$ cat src/rtl/lps_pkg.sv
// ----------------------------------------------------------------------------
// lps_pkg: shared types and constants of the line pixel stepper
// Register indexes, reset values and the command handed from front to back.
// ----------------------------------------------------------------------------
package lps_pkg;

  localparam int COORD_BITS_DEF = 16;
  localparam int DIM_BITS       = 13;
  localparam int COLOR_BITS     = 32;
  localparam int CFG_IDX_BITS   = 2;
  localparam int QUEUE_DEPTH    = 2;

  localparam logic [CFG_IDX_BITS-1:0] REG_SURFACE_WIDTH  = 2'd0;
  localparam logic [CFG_IDX_BITS-1:0] REG_SURFACE_HEIGHT = 2'd1;

  localparam logic [DIM_BITS-1:0] SURFACE_WIDTH_RST  = 13'd640;
  localparam logic [DIM_BITS-1:0] SURFACE_HEIGHT_RST = 13'd480;

  typedef enum logic [1:0] {
    CMD_STEP,
    CMD_START,
    CMD_REJECT
  } cmd_kind_t;

  typedef struct packed {
    cmd_kind_t kind;
    logic      y_is_major;
    logic      major_neg;
    logic      minor_neg;
  } cmd_ctl_t;

endpackage

$ cat src/rtl/lps_queue.sv
// ----------------------------------------------------------------------------
// lps_queue: short command queue
// Register queue between classifier and stepper; either side may stall.
// ----------------------------------------------------------------------------
module lps_queue
  import lps_pkg::*;
#(
  parameter int WIDTH = 8,
  parameter int DEPTH = QUEUE_DEPTH
) (
  input  logic             clk,
  input  logic             rst_n,
  input  logic             push_valid,
  output logic             push_ready,
  input  logic [WIDTH-1:0] push_data,
  output logic             pop_valid,
  input  logic             pop_ready,
  output logic [WIDTH-1:0] pop_data
);

  localparam int PTR_BITS = (DEPTH > 1) ? $clog2(DEPTH) : 1;
  localparam int CNT_BITS = $clog2(DEPTH + 1);

  logic [WIDTH-1:0]    slot_r [DEPTH];
  logic [PTR_BITS-1:0] wr_ptr_r, wr_ptr_nxt, rd_ptr_r, rd_ptr_nxt;
  logic [CNT_BITS-1:0] count_r, count_nxt;
  logic                push, pop;

  assign push_ready = count_r != CNT_BITS'(DEPTH);
  assign pop_valid  = count_r != '0;
  assign pop_data   = slot_r[rd_ptr_r];
  assign push       = push_valid && push_ready;
  assign pop        = pop_valid && pop_ready;

  always_comb begin
    wr_ptr_nxt = wr_ptr_r;
    rd_ptr_nxt = rd_ptr_r;
    count_nxt  = count_r;
    if (push) begin
      wr_ptr_nxt = (wr_ptr_r == PTR_BITS'(DEPTH - 1)) ? '0 : wr_ptr_r + PTR_BITS'(1);
    end
    if (pop) begin
      rd_ptr_nxt = (rd_ptr_r == PTR_BITS'(DEPTH - 1)) ? '0 : rd_ptr_r + PTR_BITS'(1);
    end
    if (push && !pop) begin
      count_nxt = count_r + CNT_BITS'(1);
    end else if (pop && !push) begin
      count_nxt = count_r - CNT_BITS'(1);
    end
  end

  always_ff @(posedge clk) begin
    if (!rst_n) begin
      wr_ptr_r <= '0;
      rd_ptr_r <= '0;
      count_r  <= '0;
    end else begin
      wr_ptr_r <= wr_ptr_nxt;
      rd_ptr_r <= rd_ptr_nxt;
      count_r  <= count_nxt;
    end
  end

  always_ff @(posedge clk) begin
    if (push) begin
      slot_r[wr_ptr_r] <= push_data;
    end
  end

endmodule

$ cat config.mk
export PLATFORM = sky130hd
export DESIGN_NAME = lps_queue
export DESIGN_NICKNAME = d
export VERILOG_FILES = /design/src/rtl/lps_pkg.sv /design/src/rtl/lps_queue.sv
export SDC_FILE = /design/constraint.sdc
export NUM_CORES = 1
export LEC_CHECK = 0
export BUFFER_PORTS_ARGS = -buffer_cell sky130_fd_sc_hd__buf_2
export CAP_MARGIN = 10
export CORE_MARGIN = 2
export CORE_UTILIZATION = 52
export DETAILED_ROUTE_END_ITERATION = 6
export GPL_ROUTABILITY_DRIVEN = 0
export MAX_ROUTING_LAYER = met4
export PLACE_DENSITY = 0.81
export SYNTH_ARGS = -nofsm -noshare
export SYNTH_HDL_FRONTEND = slang
export SYNTH_SLANG_ARGS = --single-unit
$ cat constraint.sdc
create_clock -name clk -period 2.15 [get_ports clk]
set_input_delay 0.3225 -clock clk [delete_from_list [all_inputs] [get_ports clk]]
set_output_delay 0.3225 -clock clk [all_outputs]
set_load 0.05 [all_outputs]
==> results.txt <==
Outcome -> completed
Post-CTS setup buffer count -> 0
Largest family of logic cells by synthesized area -> multiplexers
RSZ-0062 raised after global routing -> false
IO buf count -> 21
Slew margin rel. -> 74.0%
CTS tree -> done
DRC Markers -> 0
Peak supply drop -> 0.000723 V
Switching part of the total power -> 40.4%
Post-cts sizing count -> 0
Commonest cells after routing, fill and taps aside -> buf_2, edfxtp_1, mux2_2
Met3 GRT Util -> 4.17%
Slew Limit Fails -> 0
Core Footprint -> 1490 um^2
Final wirelength -> 1.20 mm
Compound-Gate Fraction of Synth Area -> 3.71%
Die width -> 43.5 um
PD cells -> 1330 nW/um^2
Register-to-Register Path Depth -> 5
Fmax -> 0.573 GHz
# nets final -> 88
Worst path depth -> 2
Syn Area/Cell -> 16.2 um^2
Crit path max-delay family -> flip-flops
Max stage delay on crit path -> 0.54 ns
Die area -> 1890 um^2
Vias/cell -> 5.04
Logic pwr share -> 41.2%
Die Y -> 43.5 um
Worst Setup End Kind -> primary output
Final Hold Vio Count -> 0
Layout cells sized above 1 -> 47.3%
Cells along the critical path -> mux2_2, buf_2
CTS Buf Count -> 3
Worst path arrival time -> 1.42 ns
HP Class -> in -> reg
Synth Area in Adders -> 1.55%
Flop pwr share -> 45.0%
GRT Max-Usage Layer -> met2
Max Cap Viol -> 0
CTS Sinks -> 21
Crit-path max FO -> 8
Routed length per instance -> 13.4 um
Via count -> 454
Min cycle time layout -> 1.75 ns
First-pass GRT wire length -> 1.95 mm
HPWL after detailed placement -> 905 um
Worst setup margin -> 0.404 ns
Pint -> 757 uW
Worst-path clk slew -> 0.10 ns
Post-Synthesis Cells -> 50
Required @ worst endpoint -> 1.83 ns
Syn. warnings -> 0
NetSw -> 514 uW
Vias in the first global route -> 467
Post-synthesis simple-gate area fraction -> 7.11%
GR Overflow Total -> 0
Most common cell after layout, fill and taps aside -> buf_2
Post-synth cell types -> 17
Netlist Area Pre-Place -> 810 um^2
Initial antenna violation count -> 0
Worst setup path class -> reg -> out
Tcrit/Tclk final -> 81.2%
#FFs+latches synth -> 21
CP max stage cell -> dfxtp_1
Post-synth net total -> 63
WP buf/inv -> 1
Fin Clk Skew -> 0.00127 ns
Post-synthesis mux area share -> 11.1%
Hold Crit Depth -> 1
H-Tree Depth -> 1
Post-Layout Cell Count -> 90
Diode count -> 0
Final setup violation count -> 0
Post-route ant nets -> 0
Worst setup SP type -> flip-flop
Pre-CTS setup slack -> 0.607 ns
First-pass detailed-route iteration total -> 2
1st-iter DRT viols -> 9
Xor/xnor share of the synthesized area -> 3.25%
Clock latency on the worst-skew pair -> 0.28 ns
Register area share after synthesis -> 71.7%
GRT met1 Usage -> 18.4%
Post-CTS Hold Buffers -> 0
Hold wc startpoint -> push_data[7]
Met2 Use GR -> 23.6%
Largest net degree at the start of global routing -> 12
Worst-Margin Slew -> 0.390 ns
FF-to-FF Start -> count_r[0]
Clk network pwr share -> 13.8%
Row Count -> 14
Ports -> 22
Leak -> 0.000387 uW
Starting Density -> 54.4%
Total track usage -> 15.2%
Post-Place Cells -> 86
Setup TNS -> 0 ns
Layout overhead on the synthesized area -> 18.1%
Root Buffer -> clkbuf_4
Max clock buf depth -> 2
-- cell type report --
cell class / count / area (um^2)
inverter: 2 / 7.51
multi-input combinational: 26 / 216
timing repair buffer: 21 / 105
tap: 16 / 20.0
clock buffer: 4 / 26.3
sequential: 21 / 581
fill: 111 / 533
-- metrics by stage --
| step | cell area [um^2] | utilization (%) | total power [uW] | hold WS [ns] |
|---|---|---|---|---|
| 5_1_grt | 956 | 64.2 | 1340 | 0.195 |
| 2_1_floorplan | 810 | - | 1000 | 0.421 |
| 6_report | 956 | 64.2 | 1270 | 0.218 |
| 4_1_cts | 956 | 64.2 | 1290 | 0.209 |
| 3_5_place_dp | 930 | 62.4 | 1110 | 0.504 |
| 3_3_place_gp | 930 | 62.4 | 1090 | 0.491 |
-- state kept, by name, summed over array words and instances, names as in the netlist, named ones only --
| register | cells |
|---|---|
| slot_r | 16 |
| rd_ptr_r | 1 |
| count_r | 2 |
| wr_ptr_r | 1 |
-- power by group through the flow --
stage / registers [uW] / clock network, uW / logic [uW]
floorplan: 551 / 0 / 452
global placement: 575 / 0 / 517
detailed placement: 582 / 0 / 527
CTS: 573 / 184 / 529
global route: 582 / 201 / 557
finish: 572 / 175 / 524
-- synthesized netlist by cell type (all sizes together) --
| master | number | share of area, % |
|---|---|---|
| o21ai | 2 | 1.2 |
| inv | 2 | 0.93 |
| mux2 | 8 | 11 |
| nor2 | 3 | 1.4 |
| and3 | 1 | 0.77 |
| a21oi | 2 | 1.2 |
| nand3b | 1 | 0.93 |
| and2 | 1 | 0.77 |
| or2 | 1 | 0.77 |
| edfxtp | 16 | 59 |
| or3 | 1 | 0.77 |
| nand2b | 1 | 1.7 |
| buf | 1 | 0.62 |
| dfxtp | 5 | 12 |
| xor2 | 3 | 3.2 |
| a21bo | 1 | 1.2 |
| ha | 1 | 1.5 |
-- per-layer routing --
metal  wire length, um  part of all wire, %
met2               634                   53
met4                 9                 0.75
met3                56                  4.7
met1               502                   42
met5                 0                    0
-- cell families after synthesis --
| logic type | count (synthesis) |
|---|---|
| muxes | 8 |
| adders and majority gates | 1 |
| and+or+nand+nor | 9 |
| xor gates and xnor gates | 3 |
| AOI/OAI and AO/OA | 5 |
| buffers and inverters | 3 |
| DFF | 21 |
-- path summary, 6_finish.rpt --
path | endpoint | slack [ns]
setup / recovery | pop_data[3] | 0.40
hold / removal | slot_r[1][7] | 0.22
hold reg to reg | flip-flop | 0.53
setup reg to reg | count_r[1] | 0.58
No activity file was read; power rests on OpenSTA's default activity.
