File: src/rtl/lps_pkg.sv
// ----------------------------------------------------------------------------
// lps_pkg: shared types and constants of the line pixel stepper
// Register indexes, reset values and the command handed from front to back.
// ----------------------------------------------------------------------------
package lps_pkg;

  localparam int COORD_BITS_DEF = 16;
  localparam int DIM_BITS       = 13;
  localparam int COLOR_BITS     = 32;
  localparam int CFG_IDX_BITS   = 2;
  localparam int QUEUE_DEPTH    = 2;

  localparam logic [CFG_IDX_BITS-1:0] REG_SURFACE_WIDTH  = 2'd0;
  localparam logic [CFG_IDX_BITS-1:0] REG_SURFACE_HEIGHT = 2'd1;

  localparam logic [DIM_BITS-1:0] SURFACE_WIDTH_RST  = 13'd640;
  localparam logic [DIM_BITS-1:0] SURFACE_HEIGHT_RST = 13'd480;

  typedef enum logic [1:0] {
    CMD_STEP,
    CMD_START,
    CMD_REJECT
  } cmd_kind_t;

  typedef struct packed {
    cmd_kind_t kind;
    logic      y_is_major;
    logic      major_neg;
    logic      minor_neg;
  } cmd_ctl_t;

endpackage

File: src/rtl/lps_front.sv
// ----------------------------------------------------------------------------
// lps_front: request classifier
// Turns a request into a step, reject or start command with the line set up.
// ----------------------------------------------------------------------------
module lps_front
  import lps_pkg::*;
#(
  parameter int COORD_BITS = COORD_BITS_DEF
) (
  input  logic                           mode,
  input  logic signed [COORD_BITS-1:0]   x_start,
  input  logic signed [COORD_BITS-1:0]   y_start,
  input  logic signed [COORD_BITS-1:0]   x_end,
  input  logic signed [COORD_BITS-1:0]   y_end,
  input  logic [COLOR_BITS-1:0]          line_color,
  input  logic [DIM_BITS-1:0]            surf_w,
  input  logic [DIM_BITS-1:0]            surf_h,
  output cmd_ctl_t                       cmd_ctl,
  output logic signed [COORD_BITS-1:0]   cmd_major,
  output logic signed [COORD_BITS-1:0]   cmd_minor,
  output logic [COORD_BITS:0]            cmd_left,
  output logic signed [COORD_BITS+2:0]   cmd_einit,
  output logic signed [COORD_BITS+2:0]   cmd_einc,
  output logic signed [COORD_BITS+2:0]   cmd_ediff,
  output logic [COLOR_BITS-1:0]          cmd_color
);

  localparam int CW   = COORD_BITS;
  localparam int DW   = CW + 1;
  localparam int EW   = CW + 3;
  localparam int CMPW = ((CW > DIM_BITS) ? CW : DIM_BITS) + 2;

  logic signed [CMPW-1:0] x0e, x1e, y0e, y1e, wl, hl;
  logic signed [DW-1:0]   x0d, x1d, y0d, y1d, dxr, dyr;
  logic [DW-1:0]          adx, ady, dmaj, dmin;
  logic                   x_up, y_up, x_major, reject;
  logic signed [EW-1:0]   einc, edec;

  // Trivial rejection on both endpoints, in a width that holds every bound.
  assign x0e = {{(CMPW-CW){x_start[CW-1]}}, x_start};
  assign x1e = {{(CMPW-CW){x_end[CW-1]}}, x_end};
  assign y0e = {{(CMPW-CW){y_start[CW-1]}}, y_start};
  assign y1e = {{(CMPW-CW){y_end[CW-1]}}, y_end};
  assign wl  = $signed({{(CMPW-DIM_BITS){1'b0}}, surf_w}) - CMPW'(1);
  assign hl  = $signed({{(CMPW-DIM_BITS){1'b0}}, surf_h}) - CMPW'(1);

  assign reject = (x0e < 0 && x1e < 0) || (y0e < 0 && y1e < 0) ||
                  (x0e > wl && x1e > wl) || (y0e > hl && y1e > hl);

  // Deltas and step directions.
  assign x0d  = {x_start[CW-1], x_start};
  assign x1d  = {x_end[CW-1], x_end};
  assign y0d  = {y_start[CW-1], y_start};
  assign y1d  = {y_end[CW-1], y_end};
  assign dxr  = x1d - x0d;
  assign dyr  = y1d - y0d;
  assign x_up = x1d > x0d;
  assign y_up = y1d > y0d;
  assign adx  = x_up ? dxr : -dxr;
  assign ady  = y_up ? dyr : -dyr;

  // A tie makes y the major axis.
  assign x_major = adx > ady;
  assign dmaj    = x_major ? adx : ady;
  assign dmin    = x_major ? ady : adx;

  assign einc = $signed(EW'({dmin, 1'b0}));
  assign edec = $signed(EW'({dmaj, 1'b0}));

  always_comb begin
    cmd_ctl.y_is_major = !x_major;
    cmd_ctl.major_neg  = x_major ? !x_up : !y_up;
    cmd_ctl.minor_neg  = x_major ? !y_up : !x_up;
    if (mode) begin
      cmd_ctl.kind = CMD_STEP;
    end else if (reject) begin
      cmd_ctl.kind = CMD_REJECT;
    end else begin
      cmd_ctl.kind = CMD_START;
    end
  end

  assign cmd_major = x_major ? x_start : y_start;
  assign cmd_minor = x_major ? y_start : x_start;
  assign cmd_left  = dmaj;
  assign cmd_einc  = einc;
  assign cmd_ediff = einc - edec;
  assign cmd_einit = einc - $signed(EW'(dmaj));
  assign cmd_color = line_color;

endmodule

File: config.mk
export PLATFORM = sky130hd
export DESIGN_NAME = lps_front
export DESIGN_NICKNAME = d
export VERILOG_FILES = /design/src/rtl/lps_pkg.sv /design/src/rtl/lps_front.sv
export SDC_FILE = /design/constraint.sdc
export NUM_CORES = 1
export LEC_CHECK = 0
export ABC_CLOCK_PERIOD_IN_PS = 9900
export BUFFER_PORTS_ARGS = -buffer_cell sky130_fd_sc_hd__clkbuf_2
export CAP_MARGIN = 0
export CORE_ASPECT_RATIO = 0.8
export CORE_MARGIN = 2
export CORE_UTILIZATION = 35
export DETAILED_ROUTE_END_ITERATION = 10
export GPL_TIMING_DRIVEN = 0
export PLACE_DENSITY = 0.59
export SETUP_SLACK_MARGIN = 0.2
export SYNTH_ARGS = -nofsm -noshare
export SYNTH_HDL_FRONTEND = slang
export SYNTH_SLANG_ARGS = --single-unit
File: constraint.sdc
create_clock -name vclk -period 9.9
set_input_delay 0.495 -clock vclk [all_inputs]
set_output_delay 0.495 -clock vclk [all_outputs]
set_load 0.005 [all_outputs]
==> reports/results.ini <==
[drt]
vias = 9955
vias_per_cell = 5.60
drtPass1Iterations = 5
drt-total-wl_um = 31000
drc = 0
routedWlPerCell_um = 17.4
antenna_left = 0
drtIter0Drc = 716

[synthesis]
synth_area_per_cell_um2 = 6.80
synth-seq-area-share_pct = 0
yosysMostFrequentCell = ha_1
mappedNetlistArea_um2 = 8350
yosysUniqueCellTypes = 90
synthCells = 1229
synth_area_leaders = ha_1 21%, xnor2_1 5.7%, a21oi_1 4.8%
yosysWarnings = 0
synth_common_cells = 137 x ha_1, 106 x inv_1, 103 x nand2_1, 101 x nor2_1, 80 x a21oi_1
synth_top_cell_by_area = ha_1
synth_top_area_share_pct = 20.5

[setup_path]
worstPathArrival_ps = 8680
crit_path_start_kind = input port
crit_path_end_kind = primary output
cpMaxStageDelayCell = or4_4
cp.required_ps = 9410
critical_path_class = input port to primary output
max_stage_delay_ps = 530
crit_path_max_fanout = 10

[power_and_ir_drop]
ir_drop_v = 0.000260
p_leak_uw = 0.00494
powerDensity_nw_per_um2 = 285

[sta]
hold_viol_final = 0
slew_viol_final = 0
slew_headroom_pct = 38.7
finalWorstSetupSlack_ps = 725
finalCritPeriodShare_pct = 92.7
setup_violations = 0
min_period_ps = 9180
rsz0062_at_grt = false
worst_pin_slew_ps = 908
timing.fmax_mhz = 109
tns_ps = 0

[place]
hpwlAfterDp_um = 27200
gp_congestion = 0.927
io_buffer_count = 231
place_area_um2 = 9910
post-place-ws_ps = -730

[floorplanning]
die_w_um = 177
dieArea_um2 = 25100
core_um2 = 23400
start_util_pct = 35.7
io_pins = 266
row_count = 50
die_y_um = 142

[grt]
grt_antenna_before_repair = 0
grt_pass1_vias = 9000
grt.overflow.total = 0
grt_pass1_wl_um = 48400
grt_use_total_pct = 23.6
grt_max_degree = 11

[cells_and_area]
clock_buffers = 0
nFlopsAndLatches = 0
stdcell_area_um2 = 10100
antennaDiodeCount = 0
syn2layout_area_growth_pct = 20.8
drive_above_1_share_pct = 24.7
fin_nets = 1730
regArea_um2 = 0

[cts]
hold_buffers = 0

[flow_run]
maxCapViolations = 0

[min_path]
min_path_type = input port to primary output

[run_status]
status = completed

-- per-layer routing --
layer,global-route usage (%),routed length [µm],vias to the layer above
li1,-,-,4954
met1,35.3,15200,4676
met2,38.2,13800,303
met3,1.90,1720,22
met4,1.91,325,0
met5,0,0,-
-- power breakdown --
group          internal (µW)  total [µW]  switching (µW)
Sequential                 0           0               0
Clock                      0           0               0
Combinational           1230        2870            1640
Total                   1230        2870            1640
-- through the flow --
step	hold slack, ps	utilization (%)	instances	power, µW
floorplan	1020	-	1231	1790
global placement	1160	42.3	1774	2790
detailed placement	1160	42.3	1774	2800
CTS	1160	42.5	1774	2830
global route	1160	43.1	1777	3200
finish	1160	43.1	1777	2870
-- worst max-delay path: cells and delay by family --
| family | cells | cell delay (ps) |
|---|---|---|
| xor gates and xnor gates | 2 | 380 |
| AOI/OAI and AO/OA | 17 | 3690 |
| adders and majority gates | 3 | 1140 |
| and+or+nand+nor | 7 | 1640 |
| buffers and inverters | 8 | 1310 |
-- path summary, 6_finish.rpt --
| kind | startpoint | end | slack (ps) | cells after the start |
|---|---|---|---|---|
| worst max-delay path | y_start[4] | cmd_einit[16] | 720 | 37 |
| worst min-delay path | line_color[8] | cmd_color[8] | 1160 | 2 |
-- kinds of logic after synthesis --
logic type | synth area share [%]
XOR/XNOR | 8.58
AO/OA/AOI/OAI | 30.1
other | 0.0449
multiplexers | 4.07
AND/OR/NAND/NOR | 26.1
buffers and inverters | 9.87
adder cells (fa/ha/maj) | 21.2
-- cells in the final DEF, fill, tap and decap left out, types with 5 or more instances in the layout --
| cell type | instances |
|---|---|
| o31ai_1 | 6 |
| o21ai_0 | 74 |
| o21bai_1 | 8 |
| buf_4 | 39 |
| o2111ai_1 | 5 |
| inv_1 | 106 |
| a211oi_1 | 13 |
| nand2b_1 | 17 |
| nand4_1 | 26 |
| clkbuf_4 | 6 |
| nor4_1 | 15 |
| buf_2 | 7 |
| or3_1 | 12 |
| clkbuf_2 | 237 |
| nor2_1 | 100 |
| a21o_1 | 28 |
| nor2b_1 | 23 |
| a31o_2 | 7 |
| xor2_1 | 24 |
| and4_1 | 5 |
| xnor2_1 | 53 |
| mux2_2 | 6 |
| o31a_1 | 5 |
| mux2i_1 | 25 |
| a31oi_1 | 6 |
| and3_1 | 10 |
| a21oi_1 | 77 |
| ha_1 | 136 |
| clkbuf_1 | 17 |
| and2_1 | 20 |
| a21oi_2 | 6 |
| or2_2 | 11 |
| nor3_1 | 25 |
| nand2_1 | 103 |
| o211ai_1 | 14 |
| nand3_1 | 32 |
| o21ai_1 | 7 |
| o21a_1 | 25 |
-- layout make-up --
cell class                 instances  area [µm²]
fill                            2547       13300
tap                              312         390
buffer                            73         455
timing repair buffer             234        1180
multi-input combinational       1052        7670
inverter                         106         398
-- timing repair --
item | CTS | global route
pin swaps | 0 | 6
setup endpoints to repair | 9 | 10
buffers inserted | 0 | 3
gates resized for setup | 15 | 37
(Power assumes the default switching activity.)
