--- src/rtl/lps_pkg.sv ---
// ----------------------------------------------------------------------------
// lps_pkg: shared types and constants of the line pixel stepper
// Register indexes, reset values and the command handed from front to back.
// ----------------------------------------------------------------------------
package lps_pkg;

  localparam int COORD_BITS_DEF = 16;
  localparam int DIM_BITS       = 13;
  localparam int COLOR_BITS     = 32;
  localparam int CFG_IDX_BITS   = 2;
  localparam int QUEUE_DEPTH    = 2;

  localparam logic [CFG_IDX_BITS-1:0] REG_SURFACE_WIDTH  = 2'd0;
  localparam logic [CFG_IDX_BITS-1:0] REG_SURFACE_HEIGHT = 2'd1;

  localparam logic [DIM_BITS-1:0] SURFACE_WIDTH_RST  = 13'd640;
  localparam logic [DIM_BITS-1:0] SURFACE_HEIGHT_RST = 13'd480;

  typedef enum logic [1:0] {
    CMD_STEP,
    CMD_START,
    CMD_REJECT
  } cmd_kind_t;

  typedef struct packed {
    cmd_kind_t kind;
    logic      y_is_major;
    logic      major_neg;
    logic      minor_neg;
  } cmd_ctl_t;

endpackage

--- src/rtl/lps_back.sv ---
// ----------------------------------------------------------------------------
// lps_back: pixel stepper
// Holds the active line, advances it one pixel per step and registers results.
// ----------------------------------------------------------------------------
module lps_back
  import lps_pkg::*;
#(
  parameter int COORD_BITS = COORD_BITS_DEF
) (
  input  logic                           clk,
  input  logic                           rst_n,
  input  logic [DIM_BITS-1:0]            surf_w,
  input  logic [DIM_BITS-1:0]            surf_h,
  input  logic                           cmd_valid,
  output logic                           cmd_pop,
  input  cmd_ctl_t                       cmd_ctl,
  input  logic signed [COORD_BITS-1:0]   cmd_major,
  input  logic signed [COORD_BITS-1:0]   cmd_minor,
  input  logic [COORD_BITS:0]            cmd_left,
  input  logic signed [COORD_BITS+2:0]   cmd_einit,
  input  logic signed [COORD_BITS+2:0]   cmd_einc,
  input  logic signed [COORD_BITS+2:0]   cmd_ediff,
  input  logic [COLOR_BITS-1:0]          cmd_color,
  input  logic                           out_ready,
  output logic                           out_valid,
  output logic signed [COORD_BITS-1:0]   out_x,
  output logic signed [COORD_BITS-1:0]   out_y,
  output logic [COLOR_BITS-1:0]          out_color,
  output logic                           out_pix,
  output logic                           out_on,
  output logic                           out_last,
  output logic                           out_rej
);

  localparam int CW   = COORD_BITS;
  localparam int PW   = CW + 1;
  localparam int EW   = CW + 3;
  localparam int CMPW = ((CW > DIM_BITS) ? CW : DIM_BITS) + 2;

  function automatic logic on_surf(input logic signed [CW-1:0] px,
                                   input logic signed [CW-1:0] py,
                                   input logic [DIM_BITS-1:0]  w,
                                   input logic [DIM_BITS-1:0]  h);
    logic signed [CMPW-1:0] pxe, pye, we, he;
    pxe = {{(CMPW-CW){px[CW-1]}}, px};
    pye = {{(CMPW-CW){py[CW-1]}}, py};
    we  = $signed({{(CMPW-DIM_BITS){1'b0}}, w});
    he  = $signed({{(CMPW-DIM_BITS){1'b0}}, h});
    return (pxe >= 0) && (pxe < we) && (pye >= 0) && (pye < he);
  endfunction

  logic signed [CW-1:0] major_r, major_nxt, minor_r, minor_nxt;
  logic signed [EW-1:0] err_r, err_nxt, einc_r, einc_nxt, ediff_r, ediff_nxt;
  logic [PW-1:0]        left_r, left_nxt;
  logic                 major_neg_r, major_neg_nxt, minor_neg_r, minor_neg_nxt;
  logic                 y_major_r, y_major_nxt, active_r, active_nxt;
  logic [COLOR_BITS-1:0] color_r, color_nxt;

  logic                  out_valid_r, out_valid_nxt;
  logic signed [CW-1:0]  out_x_r, out_x_nxt, out_y_r, out_y_nxt;
  logic [COLOR_BITS-1:0] out_color_r, out_color_nxt;
  logic                  out_pix_r, out_pix_nxt, out_on_r, out_on_nxt;
  logic                  out_last_r, out_last_nxt, out_rej_r, out_rej_nxt;

  logic signed [CW-1:0]  major_adv, minor_adv, px, py;
  logic signed [EW-1:0]  err_adv;
  logic                  step_last;

  // Take a command whenever the output register is free or being drained.
  assign cmd_pop = cmd_valid && (!out_valid_r || out_ready);

  assign err_adv   = err_r + (err_r[EW-1] ? einc_r : ediff_r);
  assign major_adv = major_neg_r ? major_r - CW'(1) : major_r + CW'(1);
  assign minor_adv = err_r[EW-1] ? minor_r :
                     (minor_neg_r ? minor_r - CW'(1) : minor_r + CW'(1));
  assign step_last = left_r == PW'(1);

  always_comb begin
    major_nxt     = major_r;
    minor_nxt     = minor_r;
    err_nxt       = err_r;
    einc_nxt      = einc_r;
    ediff_nxt     = ediff_r;
    left_nxt      = left_r;
    major_neg_nxt = major_neg_r;
    minor_neg_nxt = minor_neg_r;
    y_major_nxt   = y_major_r;
    active_nxt    = active_r;
    color_nxt     = color_r;
    px            = '0;
    py            = '0;
    out_color_nxt = '0;
    out_pix_nxt   = 1'b0;
    out_last_nxt  = 1'b0;
    out_rej_nxt   = 1'b0;
    out_valid_nxt = out_valid_r && !out_ready;
    if (cmd_pop) begin
      out_valid_nxt = 1'b1;
      unique case (cmd_ctl.kind)
        CMD_START: begin
          major_nxt     = cmd_major;
          minor_nxt     = cmd_minor;
          err_nxt       = cmd_einit;
          einc_nxt      = cmd_einc;
          ediff_nxt     = cmd_ediff;
          left_nxt      = cmd_left;
          major_neg_nxt = cmd_ctl.major_neg;
          minor_neg_nxt = cmd_ctl.minor_neg;
          y_major_nxt   = cmd_ctl.y_is_major;
          color_nxt     = cmd_color;
          active_nxt    = cmd_left != '0;
          px            = cmd_ctl.y_is_major ? cmd_minor : cmd_major;
          py            = cmd_ctl.y_is_major ? cmd_major : cmd_minor;
          out_color_nxt = cmd_color;
          out_pix_nxt   = 1'b1;
          out_last_nxt  = cmd_left == '0;
        end
        CMD_REJECT: begin
          active_nxt  = 1'b0;
          left_nxt    = '0;
          out_rej_nxt = 1'b1;
        end
        CMD_STEP: begin
          if (active_r) begin
            major_nxt     = major_adv;
            minor_nxt     = minor_adv;
            err_nxt       = err_adv;
            left_nxt      = left_r - PW'(1);
            active_nxt    = !step_last;
            px            = y_major_r ? minor_adv : major_adv;
            py            = y_major_r ? major_adv : minor_adv;
            out_color_nxt = color_r;
            out_pix_nxt   = 1'b1;
            out_last_nxt  = step_last;
          end
        end
        default: begin
        end
      endcase
    end
    out_x_nxt  = px;
    out_y_nxt  = py;
    out_on_nxt = out_pix_nxt && on_surf(px, py, surf_w, surf_h);
  end

  always_ff @(posedge clk) begin
    if (!rst_n) begin
      active_r    <= 1'b0;
      out_valid_r <= 1'b0;
    end else begin
      active_r    <= active_nxt;
      out_valid_r <= out_valid_nxt;
    end
  end

  always_ff @(posedge clk) begin
    major_r     <= major_nxt;
    minor_r     <= minor_nxt;
    err_r       <= err_nxt;
    einc_r      <= einc_nxt;
    ediff_r     <= ediff_nxt;
    left_r      <= left_nxt;
    major_neg_r <= major_neg_nxt;
    minor_neg_r <= minor_neg_nxt;
    y_major_r   <= y_major_nxt;
    color_r     <= color_nxt;
    if (cmd_pop) begin
      out_x_r     <= out_x_nxt;
      out_y_r     <= out_y_nxt;
      out_color_r <= out_color_nxt;
      out_pix_r   <= out_pix_nxt;
      out_on_r    <= out_on_nxt;
      out_last_r  <= out_last_nxt;
      out_rej_r   <= out_rej_nxt;
    end
  end

  assign out_valid = out_valid_r;
  assign out_x     = out_x_r;
  assign out_y     = out_y_r;
  assign out_color = out_color_r;
  assign out_pix   = out_pix_r;
  assign out_on    = out_on_r;
  assign out_last  = out_last_r;
  assign out_rej   = out_rej_r;

endmodule

--- config.mk ---
export PLATFORM = sky130hd
export DESIGN_NAME = lps_back
export DESIGN_NICKNAME = d
export VERILOG_FILES = /design/src/rtl/lps_pkg.sv /design/src/rtl/lps_back.sv
export SDC_FILE = /design/constraint.sdc
export NUM_CORES = 1
export LEC_CHECK = 0
export ABC_CLOCK_PERIOD_IN_PS = 12200
export BUFFER_PORTS_ARGS = -buffer_cell sky130_fd_sc_hd__buf_2
export CELL_PAD_IN_SITES_DETAIL_PLACEMENT = 0
export CELL_PAD_IN_SITES_GLOBAL_PLACEMENT = 1
export CORE_ASPECT_RATIO = 0.9
export CORE_MARGIN = 8
export CORE_UTILIZATION = 47
export CTS_CLUSTER_SIZE = 14
export DETAILED_ROUTE_END_ITERATION = 8
export PLACE_DENSITY_LB_ADDON = 0.1
export SYNTH_ARGS = -nofsm -noshare
export SYNTH_HDL_FRONTEND = slang
export SYNTH_SLANG_ARGS = --single-unit
--- constraint.sdc ---
create_clock -name clk -period 12.2 [get_ports clk]
set_input_delay 0.61 -clock clk [delete_from_list [all_inputs] [get_ports clk]]
set_output_delay 0.61 -clock clk [all_outputs]
set_load 0.02 [all_outputs]
==> results.yml <==
power:
  swShare_pct: 25.23
  p_clk_share_pct: 41.7
  power_frac_comb_pct: 13.2
  ir_worst_vdd_mv: 0.1090
  netSwitchingPower_mw: 0.4735
  power.internal_mw: 1.403
  seqPwrFrac_pct: 45.1
  leakage_nw: 6.122
  power_density_mw_per_mm2: 130.4
synth:
  synthFlopType: "edfxtp_1"
  async_flop_share_pct: 0
  seq_area_frac_synth_pct: 52.83
  ys_warn_count: 0
  synth.top_cells.by_count: "edfxtp_1, nand2_1, nor2_1, o21ai_0, ha_1"
  synth_nets: 1321
  syn_avg_cell_area_um2: 11.14
  synth_cell_types: 63
  yosysMostFrequentCell: "edfxtp_1"
  ys_ff_latch: 211
  synth_cells: 1073
  synth_top_area_share_pct: 52.50
  yosysTopAreaCell: "edfxtp_1"
  synth_area_mm2: 0.01196
  synth_edf_count: 209
  synth_area_leaders: "edfxtp_1, ha_1, nand2_1"
grt:
  grt_pass1_wl_mm: 50.69
  antenna_found_initial: 4
  overflow: 0
  grt_util_all_layers_pct: 20.82
  grt_pass1_vias: 9155
  grt_max_degree: 76
routing:
  vias: 9040
  drc: 0
  avgViaCountPerCell: 5.420
  ant_nets: 0
  wl_per_cell_um: 19.76
  drt_pass1_iterations: 5
  wirelength_mm: 32.96
  drt_iter0_drc: 593
sta:
  finalSetupViolCount: 0
  final-hold-violation-count: 0
  min_period_over_period_pct: 40.91
  setup_tns_ns: 0
  fin_worst_skew_ns: 0.01998
  rsz0062_at_grt: "no"
  worstMarginPinSlew_ns: 1.030
  fin_crit_ns: 4.991
  fmax_mhz: 200.4
  finalMaxSlewViolations: 0
  timing.slew.headroom_pct: 31.33
  whs_ns: 0.2423
placement:
  dp_hpwl_mm: 24.46
  gp_congestion: 0.8623
  numPortBuffers: 242
  dp.cells: 1622
  place_area_mm2: 0.01352
floorplan:
  die_area_mm2: 0.03080
  num_io_pins: 243
  die_h_um: 167.3
  dieWidth_um: 184.1
  fp-row-count: 55
  fp.coreArea_mm2: 0.02505
  start_util_pct: 47.73
cells_and_area:
  final_area_mm2: 0.01439
  stdcell_count: 1668
  synthToLayoutAreaGrowth_pct: 20.36
  drive_gt1_share_pct: 25.30
  nets: 1554
clock_network:
  clock_latency_ns: 0.54
  clk_pin_slew_worst_paths_ns: 0.06
  cts_buffer_depth: 3
  clock-sinks: 211
  cts.repair.resized: 0
  cts_hold_buffers: 0
  numCtsBuffers: 24
  post_cts_buffers: 0
  htreeDepth: 1
  ctsRootBufferMaster: "clkbuf_16"
  cts_tree: "yes"
worst_setup_path:
  start_kind: "flop"
  cp-end-kind: "flop"
  slowest_delay_ns: 0.81
  arrival_ns: 5.35
  critPathSlowestCell: "edfxtp_1"
  worstPathRequired_ns: 12.56
  path_max_fanout: 18
  crit_type: "flop to flop"
  crit_chain: "ha_1 > a211oi_2 > o21ai_2 > a31o_2 > a21o_1 > a21oi_1 > a21oi_1 > mux2i_1 > and4_1 > a211oi_1 > ha_1 > and4_1 > a211oi_1 > and3_1 > nand3_1 > a31o_2 > nor4_1 > nor4bb_2"
outcome:
  status: "completed"
worst_hold_path:
  min_path_type: "primary input to flop"
job:
  drv_cap: 0
final cells by class:
class / count / area [µm²]
clock inverters: 19 / 264.0
inverters: 43 / 162.7
clock buffers: 25 / 604.3
flip-flops and latches: 211 / 6316
fillers: 2222 / 10660
repair buffers: 252 / 1286
diodes: 2 / 5.005
multi-input cells: 774 / 5323
well taps: 342 / 427.9
flip-flops by register name, indices dropped and copies added (netlist names):
| register | cells |
|---|---|
| major_r | 16 |
| major_neg_r | 1 |
| out_on | 1 |
| color_r | 32 |
| out_rej | 1 |
| out_pix | 1 |
| y_major_r | 1 |
| left_r | 17 |
| out_y | 16 |
| minor_r | 16 |
| einc_r | 19 |
| ediff_r | 19 |
| out_color | 32 |
| out_valid | 1 |
| active_r | 1 |
| out_x | 16 |
| minor_neg_r | 1 |
| out_last | 1 |
| err_r | 19 |
power groups by stage:
stage          clock network (mW)  registers [mW]  logic [mW]
6_report                    0.783           0.847       0.247
3_3_place_gp                    0           0.862       0.245
3_5_place_dp                    0           0.862       0.248
2_1_floorplan                   0           0.878       0.139
4_1_cts                     0.801           0.847       0.249
5_1_grt                     0.826           0.850       0.273
path summary, 6_finish.rpt:
path	cells after the start	end	start	slack, ns
worst max register to register	18	out_on$_DFFE_PP_	minor_neg_r$_DFFE_PP_	7.21
worst max-delay path	18	out_on$_DFFE_PP_	minor_neg_r$_DFFE_PP_	7.21
worst min register to register	1	out_color[6]$_DFFE_PP_	color_r[6]$_DFFE_PP_	0.54
worst min-delay path	1	ediff_r[10]$_DFFE_PP_	cmd_ediff[10]	0.24
worst max-delay path: cells and delay by family (launching register included):
kind / cells / cell delay, ns
compound gates: 9 / 1.98
simple gates: 6 / 1.18
flops: 1 / 0.81
fa+ha+maj: 2 / 0.68
mux: 1 / 0.18
cells in the final DEF (no fill, tap or decap), types with 22 or more instances in the layout:
master | Yosys | routed
xor2_1 | 22 | 22
edfxtp_1 | 209 | 209
mux2i_1 | 42 | 42
clkbuf_16 | 0 | 24
o21ai_0 | 75 | 75
a21oi_1 | 64 | 64
a22o_1 | 32 | 32
a21o_1 | 28 | 28
ha_1 | 72 | 72
nand2_1 | 129 | 129
xnor2_1 | 30 | 30
nor2_1 | 80 | 79
buf_2 | 2 | 242
inv_1 | 42 | 41
cell families after synthesis:
| logic type | share of synthesized area, % |
|---|---|
| AO/OA/AOI/OAI | 16.14 |
| XOR/XNOR | 3.809 |
| adder cells (fa/ha/maj) | 8.038 |
| buffers and inverters | 2.784 |
| flip-flops | 52.83 |
| multiplexers | 5.777 |
| AND/OR/NAND/NOR | 10.62 |
per-layer routing:
metal  global-route usage (%)  part of all wire (%)
met4                    6.660                   2.9
met1                    26.10                    43
met2                    35.23                    49
met5                        0                 0.039
met3                    4.543                   5.8
per-stage QoR:
stage,worst slack (ns),power [mW],util (%)
finish,7.209,1.877,57.44
global route,6.836,1.949,57.44
CTS,7.240,1.897,57.42
detailed placement,6.702,1.110,53.96
global placement,6.851,1.107,53.96
floorplan,7.776,1.017,-
Power figures use the tool's default switching activity.
